`src/bps_pkg.sv`:
```
// ----------------------------------------------------------------------------
// Buzzer pattern sequencer package
// Shared widths, command, mode and register index codes, the item and result
// types and register reset values for the buzzer pattern sequencer.
// ----------------------------------------------------------------------------
`timescale 1ns / 1ps

package bps_pkg;

    // Field widths fixed by the item format
    localparam int CMD_W       = 3;
    localparam int COUNT_W     = 8;
    localparam int DUR_W       = 16;
    localparam int MODE_W      = 3;
    localparam int CFG_INDEX_W = 2;
    localparam int CFG_DATA_W  = 16;

    // Default internal time width
    localparam int TIME_WIDTH_DEF = 16;

    // Register reset values, in ms
    localparam logic [CFG_DATA_W-1:0] ALARM_ON_RESET  = 16'd100;
    localparam logic [CFG_DATA_W-1:0] ALARM_OFF_RESET = 16'd900;

    typedef enum logic [CMD_W-1:0] {
        CMD_TICK          = 3'd0,
        CMD_ON            = 3'd1,
        CMD_OFF           = 3'd2,
        CMD_BEEP          = 3'd3,
        CMD_BEEP_COUNT    = 3'd4,
        CMD_ALARM_DEFAULT = 3'd5,
        CMD_ALARM_STOP    = 3'd6,
        CMD_ALARM_PATTERN = 3'd7
    } t_cmd;

    typedef enum logic [MODE_W-1:0] {
        MODE_IDLE  = 3'd0,
        MODE_ON    = 3'd1,
        MODE_BEEP  = 3'd2,
        MODE_COUNT = 3'd3,
        MODE_ALARM = 3'd4
    } t_mode;

    typedef enum logic [CFG_INDEX_W-1:0] {
        REG_ALARM_ON  = 2'd0,
        REG_ALARM_OFF = 2'd1
    } t_reg_index;

    typedef struct packed {
        t_cmd               cmd;
        logic [COUNT_W-1:0] beep_count;
        logic [DUR_W-1:0]   on_time;
        logic [DUR_W-1:0]   off_time;
    } t_item;

    typedef struct packed {
        logic  buzzer_active;
        t_mode mode;
    } t_result;

endpackage

```
`src/bps_item_if.sv`:
```
// ----------------------------------------------------------------------------
// Command channel
// Valid/ready channel carrying one command or tick transaction.
// ----------------------------------------------------------------------------
`timescale 1ns / 1ps

interface bps_item_if;
    logic                        valid;
    logic                        ready;
    logic [bps_pkg::CMD_W-1:0]   cmd;
    logic [bps_pkg::COUNT_W-1:0] beep_count;
    logic [bps_pkg::DUR_W-1:0]   on_time;
    logic [bps_pkg::DUR_W-1:0]   off_time;

    modport source (output valid, cmd, beep_count, on_time, off_time, input ready);
    modport sink   (input valid, cmd, beep_count, on_time, off_time, output ready);
endinterface

```
`src/bps_result_if.sv`:
```
// ----------------------------------------------------------------------------
// Result channel
// Valid/ready channel carrying the buzzer state after each command.
// ----------------------------------------------------------------------------
`timescale 1ns / 1ps

interface bps_result_if;
    logic                       valid;
    logic                       ready;
    logic                       buzzer_active;
    logic [bps_pkg::MODE_W-1:0] mode;

    modport source (output valid, buzzer_active, mode, input ready);
    modport sink   (input valid, buzzer_active, mode, output ready);
endinterface

```
`src/bps_cfg_if.sv`:
```
// ----------------------------------------------------------------------------
// Configuration write channel
// Valid/ready channel carrying a register index and write data.
// ----------------------------------------------------------------------------
`timescale 1ns / 1ps

interface bps_cfg_if;
    logic                           valid;
    logic                           ready;
    logic [bps_pkg::CFG_INDEX_W-1:0] index;
    logic [bps_pkg::CFG_DATA_W-1:0]  data;

    modport source (output valid, index, data, input ready);
    modport sink   (input valid, index, data, output ready);
endinterface

```
`src/bps_core.sv`:
```
// ----------------------------------------------------------------------------
// Buzzer sequencer core
// Holds the mode, phase, beep count, countdown and saved pattern, and applies
// one command or tick per advance. Gives the state after the transaction.
// ----------------------------------------------------------------------------
`timescale 1ns / 1ps

module bps_core #(
    parameter int TIME_WIDTH = bps_pkg::TIME_WIDTH_DEF
) (
    input  logic                          i_clk,
    input  logic                          i_rst_n,
    input  logic                          i_advance,
    input  bps_pkg::t_item                i_item,
    input  logic [bps_pkg::CFG_DATA_W-1:0] i_alarm_on,
    input  logic [bps_pkg::CFG_DATA_W-1:0] i_alarm_off,
    output bps_pkg::t_result              o_result
);
    import bps_pkg::*;

    localparam int WIDE_W = (TIME_WIDTH > DUR_W) ? TIME_WIDTH : DUR_W;

    // Saturate a 16-bit duration to the internal time width
    function automatic logic [TIME_WIDTH-1:0] sat_time(input logic [DUR_W-1:0] v);
        logic [WIDE_W-1:0] ext;
        logic [WIDE_W-1:0] top;
        ext = WIDE_W'(v);
        top = WIDE_W'({TIME_WIDTH{1'b1}});
        if (ext > top) begin
            return {TIME_WIDTH{1'b1}};
        end
        return ext[TIME_WIDTH-1:0];
    endfunction

    t_mode                 r_mode,      n_mode;
    logic [COUNT_W-1:0]    r_beeps,     n_beeps;
    logic                  r_sounding,  n_sounding;
    logic [TIME_WIDTH-1:0] r_countdown, n_countdown;
    logic [TIME_WIDTH-1:0] r_saved_on,  n_saved_on;
    logic [TIME_WIDTH-1:0] r_saved_off, n_saved_off;

    logic [TIME_WIDTH-1:0] w_on_t;
    logic [TIME_WIDTH-1:0] w_off_t;
    logic [TIME_WIDTH-1:0] w_pat_on;
    logic [TIME_WIDTH-1:0] w_pat_off;
    logic [TIME_WIDTH-1:0] w_cd_dec;
    logic                  w_expired;
    logic [COUNT_W-1:0]    w_beeps_dec;

    // Saturate the durations and pick the alarm pattern source
    always_comb begin
        w_on_t    = sat_time(i_item.on_time);
        w_off_t   = sat_time(i_item.off_time);
        w_pat_on  = (i_item.cmd == CMD_ALARM_DEFAULT) ? sat_time(i_alarm_on)  : w_on_t;
        w_pat_off = (i_item.cmd == CMD_ALARM_DEFAULT) ? sat_time(i_alarm_off) : w_off_t;
        w_cd_dec  = (r_countdown != '0) ? r_countdown - TIME_WIDTH'(1) : '0;
        w_expired = (w_cd_dec == '0);
        w_beeps_dec = (r_beeps != '0) ? r_beeps - COUNT_W'(1) : '0;
    end

    // Next state for one transaction
    always_comb begin
        n_mode      = r_mode;
        n_beeps     = r_beeps;
        n_sounding  = r_sounding;
        n_countdown = r_countdown;
        n_saved_on  = r_saved_on;
        n_saved_off = r_saved_off;
        case (i_item.cmd)
            CMD_TICK: begin
                case (r_mode)
                    MODE_BEEP: begin
                        n_countdown = w_cd_dec;
                        if (w_expired) begin
                            n_mode      = MODE_IDLE;
                            n_beeps     = '0;
                            n_sounding  = 1'b0;
                            n_countdown = '0;
                            n_saved_on  = '0;
                            n_saved_off = '0;
                        end
                    end
                    MODE_COUNT: begin
                        n_countdown = w_cd_dec;
                        if (w_expired) begin
                            if (r_sounding) begin
                                n_beeps    = w_beeps_dec;
                                n_sounding = 1'b0;
                                if (w_beeps_dec == '0) begin
                                    n_mode = MODE_IDLE;
                                end else begin
                                    n_countdown = r_saved_off;
                                end
                            end else begin
                                n_sounding  = 1'b1;
                                n_countdown = r_saved_on;
                            end
                        end
                    end
                    MODE_ALARM: begin
                        n_countdown = w_cd_dec;
                        if (w_expired) begin
                            n_sounding  = ~r_sounding;
                            n_countdown = r_sounding ? r_saved_off : r_saved_on;
                        end
                    end
                    default: begin
                    end
                endcase
            end
            CMD_ON: begin
                n_mode     = MODE_ON;
                n_beeps    = '0;
                n_sounding = 1'b1;
            end
            CMD_BEEP: begin
                if (w_on_t == '0) begin
                    n_mode      = MODE_IDLE;
                    n_beeps     = '0;
                    n_sounding  = 1'b0;
                    n_countdown = '0;
                    n_saved_on  = '0;
                    n_saved_off = '0;
                end else begin
                    n_mode      = MODE_BEEP;
                    n_beeps     = '0;
                    n_sounding  = 1'b1;
                    n_countdown = w_on_t;
                end
            end
            CMD_BEEP_COUNT: begin
                if (i_item.beep_count == '0 || w_on_t == '0) begin
                    n_mode      = MODE_IDLE;
                    n_beeps     = '0;
                    n_sounding  = 1'b0;
                    n_countdown = '0;
                    n_saved_on  = '0;
                    n_saved_off = '0;
                end else begin
                    n_mode      = MODE_COUNT;
                    n_beeps     = i_item.beep_count;
                    n_sounding  = 1'b1;
                    n_saved_on  = w_on_t;
                    n_saved_off = w_off_t;
                    n_countdown = w_on_t;
                end
            end
            CMD_ALARM_DEFAULT, CMD_ALARM_PATTERN: begin
                if (w_pat_on == '0 || w_pat_off == '0) begin
                    // Zero pattern stops a running alarm only
                    if (r_mode == MODE_ALARM) begin
                        n_mode      = MODE_IDLE;
                        n_beeps     = '0;
                        n_sounding  = 1'b0;
                        n_countdown = '0;
                        n_saved_on  = '0;
                        n_saved_off = '0;
                    end
                end else if (!(r_mode == MODE_ALARM && r_saved_on == w_pat_on
                               && r_saved_off == w_pat_off)) begin
                    n_mode      = MODE_ALARM;
                    n_sounding  = 1'b1;
                    n_saved_on  = w_pat_on;
                    n_saved_off = w_pat_off;
                    n_countdown = w_pat_on;
                end
            end
            CMD_ALARM_STOP: begin
                if (r_mode == MODE_ALARM) begin
                    n_mode      = MODE_IDLE;
                    n_beeps     = '0;
                    n_sounding  = 1'b0;
                    n_countdown = '0;
                    n_saved_on  = '0;
                    n_saved_off = '0;
                end
            end
            default: begin
                // Off: drop everything back to idle
                n_mode      = MODE_IDLE;
                n_beeps     = '0;
                n_sounding  = 1'b0;
                n_countdown = '0;
                n_saved_on  = '0;
                n_saved_off = '0;
            end
        endcase
    end

    // Hold the sequencer state, advance once per transaction
    always_ff @(posedge i_clk) begin
        if (!i_rst_n) begin
            r_mode      <= MODE_IDLE;
            r_beeps     <= '0;
            r_sounding  <= 1'b0;
            r_countdown <= '0;
            r_saved_on  <= '0;
            r_saved_off <= '0;
        end else if (i_advance) begin
            r_mode      <= n_mode;
            r_beeps     <= n_beeps;
            r_sounding  <= n_sounding;
            r_countdown <= n_countdown;
            r_saved_on  <= n_saved_on;
            r_saved_off <= n_saved_off;
        end
    end

    assign o_result.buzzer_active = n_sounding;
    assign o_result.mode          = n_mode;

endmodule

```
`src/buzzer_pattern_sequencer.sv`:
```
// ----------------------------------------------------------------------------
// Buzzer pattern sequencer
// Path: a taken command is held in the input register, then its state update
// is registered into the result register, which presents the result.
// Throughput: one transaction per cycle while the result side is ready.
// Reset: synchronous active low; returns to idle, silent, with the alarm
// registers at 100 ms on and 900 ms off.
// ----------------------------------------------------------------------------
`timescale 1ns / 1ps

module buzzer_pattern_sequencer #(
    parameter int TIME_WIDTH = bps_pkg::TIME_WIDTH_DEF
) (
    input  logic          i_clk,
    input  logic          i_rst_n,
    bps_item_if.sink      i_item,
    bps_cfg_if.sink       i_cfg,
    bps_result_if.source  o_result
);
    import bps_pkg::*;

    logic                  r_in_valid;
    t_item                 r_in;
    logic                  r_out_valid;
    t_result               r_out;
    logic [CFG_DATA_W-1:0] r_alarm_on;
    logic [CFG_DATA_W-1:0] r_alarm_off;

    logic                  w_advance;
    t_result               w_next;

    // Move the held command on whenever the result register is free
    assign w_advance    = r_in_valid && (!r_out_valid || o_result.ready);
    assign i_item.ready = !r_in_valid || w_advance;
    assign i_cfg.ready  = 1'b1;

    // Input register
    always_ff @(posedge i_clk) begin
        if (!i_rst_n) begin
            r_in_valid <= 1'b0;
        end else if (i_item.ready) begin
            r_in_valid <= i_item.valid;
        end
    end

    always_ff @(posedge i_clk) begin
        if (i_item.valid && i_item.ready) begin
            r_in.cmd        <= t_cmd'(i_item.cmd);
            r_in.beep_count <= i_item.beep_count;
            r_in.on_time    <= i_item.on_time;
            r_in.off_time   <= i_item.off_time;
        end
    end

    // Alarm pattern registers; unknown indexes are ignored
    always_ff @(posedge i_clk) begin
        if (!i_rst_n) begin
            r_alarm_on  <= ALARM_ON_RESET;
            r_alarm_off <= ALARM_OFF_RESET;
        end else if (i_cfg.valid) begin
            case (t_reg_index'(i_cfg.index))
                REG_ALARM_ON:  r_alarm_on  <= i_cfg.data;
                REG_ALARM_OFF: r_alarm_off <= i_cfg.data;
                default: begin
                end
            endcase
        end
    end

    bps_core #(
        .TIME_WIDTH (TIME_WIDTH)
    ) u_core (
        .i_clk       (i_clk),
        .i_rst_n     (i_rst_n),
        .i_advance   (w_advance),
        .i_item      (r_in),
        .i_alarm_on  (r_alarm_on),
        .i_alarm_off (r_alarm_off),
        .o_result    (w_next)
    );

    // Result register
    always_ff @(posedge i_clk) begin
        if (!i_rst_n) begin
            r_out_valid <= 1'b0;
        end else if (w_advance) begin
            r_out_valid <= 1'b1;
        end else if (o_result.ready) begin
            r_out_valid <= 1'b0;
        end
    end

    always_ff @(posedge i_clk) begin
        if (w_advance) begin
            r_out <= w_next;
        end
    end

    assign o_result.valid         = r_out_valid;
    assign o_result.buzzer_active = r_out.buzzer_active;
    assign o_result.mode          = r_out.mode;

`ifndef SYNTHESIS
    // Steady on and single beep always sound
    a_on_sounds: assert property (@(posedge i_clk) disable iff (!i_rst_n)
        (o_result.valid && (o_result.mode == MODE_ON || o_result.mode == MODE_BEEP))
        |-> o_result.buzzer_active)
        else $error("buzzer silent in a sounding mode");

    // Idle never sounds
    a_idle_silent: assert property (@(posedge i_clk) disable iff (!i_rst_n)
        (o_result.valid && o_result.mode == MODE_IDLE) |-> !o_result.buzzer_active)
        else $error("buzzer sounding while idle");

    // A taken command is held for processing
    a_item_held: assert property (@(posedge i_clk) disable iff (!i_rst_n)
        (i_item.valid && i_item.ready) |=> r_in_valid)
        else $error("command transaction lost");

    // A processed command always leaves a result
    a_result_made: assert property (@(posedge i_clk) disable iff (!i_rst_n)
        w_advance |=> r_out_valid)
        else $error("result transaction lost");
`endif

endmodule

```
`src/flat_wrapper.sv`:
```
// flat-port wrapper written by rule: the top's interface ports become plain ports
module buzzer_pattern_sequencer_flat import bps_pkg::*;
#(
    parameter int TIME_WIDTH = bps_pkg::TIME_WIDTH_DEF
)
  (i_clk, i_rst_n, i_item_valid, i_item_cmd, i_item_beep_count, i_item_on_time, i_item_off_time, i_item_ready, i_cfg_valid, i_cfg_index, i_cfg_data, i_cfg_ready, o_result_valid, o_result_buzzer_active, o_result_mode, o_result_ready);
  bps_item_if i_item_i ();
  bps_cfg_if i_cfg_i ();
  bps_result_if o_result_i ();
  input  logic i_clk;
  input  logic i_rst_n;
  input wire logic [$bits(i_item_i.valid)-1:0] i_item_valid;
  input wire logic [$bits(i_item_i.cmd)-1:0] i_item_cmd;
  input wire logic [$bits(i_item_i.beep_count)-1:0] i_item_beep_count;
  input wire logic [$bits(i_item_i.on_time)-1:0] i_item_on_time;
  input wire logic [$bits(i_item_i.off_time)-1:0] i_item_off_time;
  output wire logic [$bits(i_item_i.ready)-1:0] i_item_ready;
  input wire logic [$bits(i_cfg_i.valid)-1:0] i_cfg_valid;
  input wire logic [$bits(i_cfg_i.index)-1:0] i_cfg_index;
  input wire logic [$bits(i_cfg_i.data)-1:0] i_cfg_data;
  output wire logic [$bits(i_cfg_i.ready)-1:0] i_cfg_ready;
  output wire logic [$bits(o_result_i.valid)-1:0] o_result_valid;
  output wire logic [$bits(o_result_i.buzzer_active)-1:0] o_result_buzzer_active;
  output wire logic [$bits(o_result_i.mode)-1:0] o_result_mode;
  input wire logic [$bits(o_result_i.ready)-1:0] o_result_ready;
  assign i_item_i.valid = i_item_valid;
  assign i_item_i.cmd = i_item_cmd;
  assign i_item_i.beep_count = i_item_beep_count;
  assign i_item_i.on_time = i_item_on_time;
  assign i_item_i.off_time = i_item_off_time;
  assign i_item_ready = i_item_i.ready;
  assign i_cfg_i.valid = i_cfg_valid;
  assign i_cfg_i.index = i_cfg_index;
  assign i_cfg_i.data = i_cfg_data;
  assign i_cfg_ready = i_cfg_i.ready;
  assign o_result_valid = o_result_i.valid;
  assign o_result_buzzer_active = o_result_i.buzzer_active;
  assign o_result_mode = o_result_i.mode;
  assign o_result_i.ready = o_result_ready;
  buzzer_pattern_sequencer #(.TIME_WIDTH(TIME_WIDTH)) u_core (.i_clk(i_clk), .i_rst_n(i_rst_n), .i_item(i_item_i), .i_cfg(i_cfg_i), .o_result(o_result_i));
endmodule
```
`config.mk`:
```
export PLATFORM = sky130hd
export DESIGN_NAME = buzzer_pattern_sequencer_flat
export DESIGN_NICKNAME = d
export VERILOG_FILES = /design/src/bps_pkg.sv /design/src/bps_item_if.sv /design/src/bps_result_if.sv /design/src/bps_cfg_if.sv /design/src/bps_core.sv /design/src/buzzer_pattern_sequencer.sv /design/src/flat_wrapper.sv
export SDC_FILE = /design/constraint.sdc
export NUM_CORES = 1
export LEC_CHECK = 0
export BUFFER_PORTS_ARGS = -buffer_cell sky130_fd_sc_hd__buf_4
export CAP_MARGIN = 20
export CORE_MARGIN = 2
export CORE_UTILIZATION = 39
export CTS_BUF_LIST = sky130_fd_sc_hd__clkbuf_4 sky130_fd_sc_hd__clkbuf_8 sky130_fd_sc_hd__clkbuf_16
export DETAILED_ROUTE_END_ITERATION = 16
export PLACE_DENSITY_LB_ADDON = 0.15
export SLEW_MARGIN = 20
export SYNTH_ARGS = -nofsm -noshare
export SYNTH_HDL_FRONTEND = slang
export SYNTH_HIERARCHICAL = 1
export SYNTH_SLANG_ARGS = --single-unit
```
`constraint.sdc`:
```
create_clock -name i_clk -period 9.28 [get_ports i_clk]
set_clock_uncertainty 0.05 [all_clocks]
set_input_delay 0.928 -clock i_clk [delete_from_list [all_inputs] [get_ports i_clk]]
set_output_delay 0.928 -clock i_clk [all_outputs]
set_load 0.01 [all_outputs]
```
==> impl_metrics.csv <==
group,metric,value,unit
global_routing,gr-total-overflow,0,
place,dpl.hpwl,23100,um
floorplanning,core_area,22500,um2
place,io_buffers,71,
cells_and_area,seq_area,3290,um2
floorplanning,start_util,0.394,
critical_path,startpoint_type,"flop",
floorplanning,fp.dieH,155,um
synth,synth-seq-area-share,0.371,
critical_path,crit_type,"reg -> reg",
synth,syn_avg_cell_area,8.73,um2
routing,drcViolationCount,0,
timing,worst_slew_pin_slew,1.09,ns
critical_path,worstRegToRegCells,10,
worst_hold_path,holdPathStages,2,
timing,slew_headroom,0.264,
power,power,0.00168,W
power,max-vdd-ir-drop,113,uV
cts,path_clk_slew,0.06,ns
critical_path,cp_cell_sequence,"nand3b_1 > buf_4 > a2111oi_0 > a22oi_1 > a21oi_1 > o2111ai_1 > o31ai_4 > buf_4 > o31a_1 > a32o_1",
timing,hold_violations,0,
place,placed_cell_area,9560,um2
timing,rsz0062_at_grt,"no",
global_routing,grt_pass1_vias,8236,
global_routing,antenna_found_initial,0,
critical_path,path_common_cell,"buf_4",
critical_path,critPathMaxStageDelay,0.76,ns
global_routing,grt_first_pass_wirelength,50000,um
floorplanning,die_x,155,um
cts,cts_buffer_depth,2,
power,leakage,3.80,nW
synth,syn_area,8870,um2
worst_hold_path,hold_class,"reg -> reg",
critical_path,critPathCaptureType,"flop",
place,gp_congestion,0.997,
timing,min_period,4.09,ns
power,power_density,166,nW/um2
synth,ys_types,73,
floorplanning,fp-row-count,55,
cells_and_area,diodes,0,
synth,syn_inst,1016,
synth,syn_nets,1086,
routing,post_drt_wl_per_cell,24.7,um
floorplanning,io_pins,73,
cells_and_area,syn_to_final_growth,14.2,%
routing,drt_iter0_markers,1168,
timing,maxSlewViolCount,0,
synth,synth_seq_cells,141,
cts,cts_tree,"built",
cts,clockRootBuffer,"clkbuf_16",
cts,cts_buffers,17,
routing,antenna_left,0,
timing,finalSetupTns,0,ns
critical_path,crit_slowest_cell,"edfxtp_1",
synth,ys.flop_type,"dfxtp_1",
timing,finalSetupViolations,0,
floorplanning,die-area,24000,um2
synth,ys_warn_count,6,
cts,clock_latency,0.43,ns
run,maxCapViolCount,0,
timing,max_freq,244,MHz
place,place_inst,1302,
critical_path,cp.required,9.60,ns
cells_and_area,layout-drive-gt1-share,0.159,
global_routing,track_usage,0.273,
cells_and_area,fillCellCount,2232,
cts,h-tree-depth,4,
timing,fin_crit_sh,0.441,
cts,cts.sinks,141,
critical_path,crit_arrival,4.41,ns
cells_and_area,nets,1106,
synth,ys_async_sr_fraction,0,
cts,cts_setup_buffers,0,
cells_and_area,multi_input_area,5110,um2
synth,synth-edff-count,47,
cts,cts_resized,0,
routing,dr.pass1.iters,9,
cells_and_area,final_cells,1334,
routing,via_per_inst,6.57,
global_routing,grt_max_degree,91,
cells_and_area,final_cell_area,10100,um2
critical_path,cp_max_fo,45,
cells_and_area,fin_util,0.450,
cts,cts_hold_buf,0,
routing,vias,8768,
run_status,outcome,"complete, no violations",
routing,totalWireLength,32900,um
## metrics by stage
stage | worst slack [ns] | hold WS [ns]
after global placement | 5.40 | 0.425
final | 5.19 | 0.443
after floorplan | 5.65 | 0.395
after global routing | 4.90 | 0.480
after detailed placement | 5.30 | 0.431
after CTS | 5.28 | 0.449
## cell type report
cell class                 instances  area share
timing repair buffer              91      0.0675
tap                              285      0.0352
sequential                       141       0.325
multi-input combinational        754       0.504
clock buffer                      19      0.0435
clock inverter                    13      0.0129
inverter                          31      0.0115
## report_power, final
part	switching (W)	internal, W	total [W]
Combinational	0.000177	0.000113	0.000290
Sequential	0.0000473	0.000665	0.000713
Clock	0.000297	0.000381	0.000678
Total	0.000521	0.00116	0.00168
## path summary, 6_finish.rpt
path / from / to / slack (ns)
worst max-delay path: u_core/r_in[40] / u_core/u_core/r_saved_off[7] / 5.19
worst min-delay path: u_core/r_alarm_on[10] / u_core/r_alarm_on[10] / 0.44
worst max register to register: u_core/r_in[40] / u_core/u_core/r_saved_off[7] / 5.19
worst min register to register: u_core/r_alarm_on[10] / u_core/r_alarm_on[10] / 0.44
## worst max-delay path: cells and delay by family, from the launching register on
family	cells	cell delay (ns)
buffers and inverters	2	0.76
DFF	1	0.76
AOI/OAI and AO/OA	7	2.27
and+or+nand+nor	1	0.16
## cell families after synthesis
kind of cell,Yosys count,share of synthesized area
simple gates,312,0.173
buf+inv,121,0.0577
mux,50,0.0567
other cells,1,0.000423
fa+ha+maj,4,0.00565
compound gates,340,0.289
flops,141,0.371
xor+xnor,47,0.0464
## layer usage
layer,track usage,up-vias,routed length [um]
met1,0.358,4178,13400
met5,0,-,0
li1,-,3966,-
met4,0.131,0,1330
met3,0.0672,101,3250
met2,0.422,523,14900
## flip-flops by register name, summed over array words and instances (netlist names)
register                       cells
u_core/u_core/r_saved_on          16
u_core/o_result.buzzer_active      1
u_core/r_in_valid                  1
u_core/u_core/r_mode               3
u_core/o_result.valid              1
u_core/r_in                       43
u_core/o_result.mode               3
u_core/r_alarm_on                 16
u_core/u_core/r_sounding           1
u_core/u_core/r_saved_off         16
u_core/u_core/r_countdown         16
u_core/u_core/r_beeps              8
u_core/r_alarm_off                16
## layout by cell type, fill, tap and decap left out, types with 27 or more instances in the layout
cell / n
a21oi_1: 45
buf_4: 91
dfxtp_1: 94
edfxtp_1: 47
inv_1: 31
mux2i_1: 48
nand2_1: 116
nor2_1: 68
o211ai_1: 27
o21ai_0: 51
xor2_1: 33
## cells in the mapped netlist (11+ instances only)
cell type,number,area (um2)
a32o_1,13,130
edfxtp_1,47,1410
a22o_1,25,219
clkbuf_1,64,240
a31o_2,22,193
xor2_1,33,289
nor3_1,19,95.1
nand2_1,116,435
dfxtp_1,94,1880
mux2i_1,48,480
o211ai_1,27,203
a21oi_1,46,230
nand4_1,11,68.8
inv_1,31,116
a211oi_1,12,90.1
a31oi_1,15,93.8
o41ai_1,24,210
a222oi_1,26,260
buf_2,15,75.1
o21ai_0,51,255
a221oi_1,14,123
xnor2_1,14,123
nor4_1,27,169
nor2_1,69,259
No activity file was read; power rests on OpenSTA's default activity.
